<file path="src/hdl/mact_div.sv">
// Restoring divider, one quotient bit per cycle.
module mact_div (
  input  logic        clk,
  input  logic        rst,
  input  logic        start,
  input  logic [63:0] dividend,
  input  logic [31:0] divisor,
  output logic        done,
  output logic [63:0] quotient
);

  logic [63:0] num;
  logic [32:0] rem;
  logic [6:0]  cnt;
  logic        busy;
  logic [32:0] trial;

  assign trial = {rem[31:0], num[63]} - {1'b0, divisor};

  always_ff @(posedge clk) begin
    if (rst) begin
      busy <= 1'b0;
      done <= 1'b0;
    end else begin
      done <= 1'b0;
      if (start) begin
        busy <= 1'b1;
        num  <= dividend;
        rem  <= '0;
        cnt  <= 7'd0;
      end else if (busy) begin
        if (!trial[32]) begin
          rem <= trial;
          num <= {num[62:0], 1'b1};
        end else begin
          rem <= {rem[31:0], num[63]};
          num <= {num[62:0], 1'b0};
        end
        cnt <= cnt + 7'd1;
        if (cnt == 7'd63) begin
          busy <= 1'b0;
          done <= 1'b1;
        end
      end
    end
  end

  assign quotient = num;

endmodule
</file>
<file path="config.mk">
export PLATFORM = sky130hd
export DESIGN_NAME = mact_div
export DESIGN_NICKNAME = d
export VERILOG_FILES = /design/src/hdl/mact_div.sv
export SDC_FILE = /design/constraint.sdc
export NUM_CORES = 1
export LEC_CHECK = 0
export BUFFER_PORTS_ARGS = -buffer_cell sky130_fd_sc_hd__buf_2
export CORE_UTILIZATION = 49
export DETAILED_ROUTE_END_ITERATION = 6
export PLACE_DENSITY = 0.78
export SLEW_MARGIN = 20
export SYNTH_ARGS = -nofsm -noshare
export SYNTH_HDL_FRONTEND = slang
export SYNTH_SLANG_ARGS = --single-unit
</file>
<file path="constraint.sdc">
create_clock -name clk -period 6 [get_ports clk]
set_input_delay 0.9 -clock clk [delete_from_list [all_inputs] [get_ports clk]]
set_output_delay 0.9 -clock clk [all_outputs]
set_load 0.01 [all_outputs]
</file>
Yosys cells after proc, flatten, opt, wreduce, memory -nomap -nowiden. Cells that the tools add are included.

Add/subtract/negate cells: 2. Equal/unequal tests: 1. Muxes and demuxes: 10. Bitwise gates (word level): 2. Reduce and logical (&&, ||, !) cells: 3.

Operators with widths (number): 2-to-1 mux 64 bit (2); 2-to-1 mux 32 bit (2); subtractor 33 x 32 -> 33 bit (1); adder 7 x 1 -> 7 bit (second input constant) (1); == test 7 x 6 -> 1 bit (second input constant) (1); 2-to-1 mux 7 bit (1); 2-to-1 mux 1 bit (5); OR reduction 3 bit (1); inverter 1 bit (2); AND reduction 2 bit (1); nonzero test 2 bit (1).

Bits in registers: 105. Input bits: 99. Logic and storage cells: 23.

Logic depth before layout (Yosys ltp).
Depth in word-level cells: 4. Mapped depth: 13.

Worst setup path before layout. Ideal clock, no wire load.

Path type: in2reg. Start: input port start. End: register cnt[0] (enable). Data arrival time: 5.858 ns. Setup slack: -0.423 ns. Stages: 4. Path through: clkbuf_1 > clkbuf_1 > nor2_1 > nor2_1.

Cells in the longest elaborated chain, start to end: 2.

RTL lines: from (decl) (line 5) `input logic start,`; nonzero test 2 bit (no source line); AND reduction 2 bit (no source line); to (signal assigned) (line 39) `cnt <= cnt + 7'd1;`; to (decl) (line 14) `logic [6:0] cnt;`.

No other way between the ends. A chain may end at the register's enable or synchronous reset.

Worst setup path in the final report.
Start: input port divisor[0]. End: register rem[25] (data pin).

Cells in the longest elaborated chain, start to end: 3.

RTL lines: from (decl) (line 7) `input logic [31:0] divisor,`; subtractor 33 x 32 -> 33 bit (line 18) `assign trial = {rem[31:0], num[63]} - {1'b0, divisor};`; 2-to-1 mux 32 bit (line 32) `if (!trial[32]) begin`; 2-to-1 mux 32 bit (line 31) `end else if (busy) begin`; to (signal assigned) (line 33) `rem <= trial;`; to (signal assigned) (line 36) `rem <= {rem[31:0], num[63]};`; to (decl) (line 13) `logic [32:0] rem;`.

No other way between the ends. The select of a mux whose other input is x is not followed.

==> results.ini <==
[status]
outcome=complete, no violations

[clock_network]
clk_path_buf_depth=2
path_clk_slew_ns=0.08
cts_tree=done
ctsResizeCount=0
cts_root_buf=clkbuf_16
cts_setup_buffers=0
clock_latency_ns=0.35
cts_hold_buf=0
cts_made_buffers=9
cts.sinks=105
htree_levels=3

[drt]
drc_errors=0
ant_nets=0
dr.pass1.iters=4
drt_iter0_drc=263
viasPerCell=5.40
wl_mm=13.6
drt-wirelength-per-cell_um=15.5
vias=4740

[sta]
hold_viol=0
maxSlewHeadroom_pct=30.1
tightestPinTransition_ns=1.05
final-setup-viol-count=0
finalCritPeriodShare_pct=66.6
fmax_mhz=250
fin_ws_ns=2.00
fin_crit_ns=4.00
fin_worst_skew_ns=0.0116
whs_ns=0.532
rsz0062_at_grt=false
slew_viol_final=0
final.setup.tns_ns=0

[floorplan]
num_rows=41
die_w_um=116
dieArea_sq_um=13400
die_h_um=116
core-area_sq_um=12600
start_util_pct=50.3
ioPinCount=164

[global_routing]
grt.overflow.total=0
grt_usage_pct=20.6
grt_pass1_wl_mm=21.4
grt_max_degree=82
grt_pass1_vias=4563
antenna_found_initial=0

[placement]
place_ws_ns=1.60
hpwl_mm=9.73
gp_congestion=0.900
portBuffers=163

[yosys]
synth_top_cell_by_area=edfxtp_1
synthTopCellsByCount=edfxtp_1, mux2_2, nor2_1
ys.flop_type=edfxtp_1
netlist-cell-type-count=56
synth_area_leaders=edfxtp_1, mux2_2, ha_1, mux2i_1, xnor2_1
synthArstFlopShare_pct=0
synth-edff-count=103
yosysMostFrequentCell=edfxtp_1
netlist_instances=546
seq_area_frac_synth_pct=49.3
synth_nets=679
syn_area_sq_um=6350
yosysWarningCount=0
synth_seq_cells=105
synth.top_cell.area_share_pct=48.7
avgSynthCellArea_sq_um=11.6

[worst_setup_path]
path_class=in -> reg
worst_ep_required_time_ns=6.08
cp.arrival_ns=4.07
cp_max_fo=37
end_kind=register
start_kind=input pin

[power]
vdd_drop_max_mv=0.197
p_leak_nw=3.22
powerDensity_nw_per_um2=277

[min_path]
min_path_type=reg -> reg

[final_layout]
antenna_cells=0
layout-drive-gt1-share_pct=36.5
area_growth_pct=20.0
final_nets=834
final_util_pct=60.4

[flow_run]
max-cap-violations=0

metrics by stage:
stage,total power [mW],cells,area (sq um)
5_1_grt,2.21,878,7620
4_1_cts,2.12,878,7620
6_report,2.11,878,7620
3_5_place_dp,1.49,862,7310
2_1_floorplan,1.36,546,6360
3_3_place_gp,1.48,862,7310
placed cells by master, fill, tap and decap left out, drive strengths merged, types with 2 or more instances in the layout:
cell    synthesis  final
dfxtp           2      2
o21a            4      4
nor3            7      7
nor3b           4      4
or3             3      3
o211ai          5      5
nor2           47     47
nand2b          9      9
a311oi          2      2
a211oi          3      3
buf             5    165
a21oi          33     33
o21ai          19     19
clkbuf         16      9
nand2          23     23
o21bai          4      4
edfxtp        103    103
nand4           3      3
nor2b           5      5
and2            2      2
nor4            3      3
xnor2          21     21
mux2           66     66
inv            40     44
mux2i          22     22
a31oi           3      3
nand3          13     13
o22ai           4      4
xor2            9      9
ha             33     33
a311o           2      2
a31o            3      3
a21o           10     10
o41ai           2      2
kinds of logic after synthesis:
family / Yosys count / share of synthesized area (%)
XOR/XNOR: 30 / 4.14
adder cells (fa/ha/maj): 34 / 6.81
multiplexers: 88 / 15.3
buffers and inverters: 61 / 3.98
flip-flops: 105 / 49.3
AND/OR/NAND/NOR: 125 / 9.61
AO/OA/AOI/OAI: 103 / 10.9
flip-flops by register name, indices dropped and copies added, names as in the netlist:
register / cells
quotient: 64
rem: 32
cnt: 7
busy: 1
done: 1
routing by layer:
metal	track usage, %	share of wire (%)	routed length, um	up-vias
met1	25.8	44	5960	2228
li1	-	-	-	2338
met3	5.28	6.9	936	18
met4	9.66	2.2	305	0
met2	33.4	47	6370	156
met5	0	0	0	-
worst paths after layout:
| kind | start | slack (ns) | to | cells past startpoint |
|---|---|---|---|---|
| setup / recovery | divisor[0] | 2.00 | rem[25] | 12 |
| hold / removal | busy | 0.53 | done | 1 |
| setup reg to reg | quotient[63] | 2.14 | rem[25] | 12 |
| hold reg to reg | busy | 0.53 | done | 1 |
critical path, cell delays in order:
cell and delay (ns):
buf_2 0.10, ha_1 0.21, fa_1 0.40, nand2b_1 0.18, a21oi_1 0.18, o21a_1 0.24, a311o_1 0.25, a31oi_1 0.22
a221o_2 0.48, nor2_8 0.60, mux2i_1 0.27, nor2_1 0.05
report_power, final:
group | switching (mW) | total (mW) | internal, mW
Combinational | 0.305 | 0.562 | 0.257
Clock | 0.293 | 0.628 | 0.335
Sequential | 0.0327 | 0.919 | 0.887
cell type report:
class / instances / area (sq um)
inverters: 40 / 150
flip-flops and latches: 105 / 3130
multi-input cells: 380 / 2980
clock inverters: 7 / 91.3
repair buffers: 165 / 833
clock buffers: 9 / 225
fillers: 1072 / 5000
well taps: 172 / 215
Power figures use the tool's default switching activity.
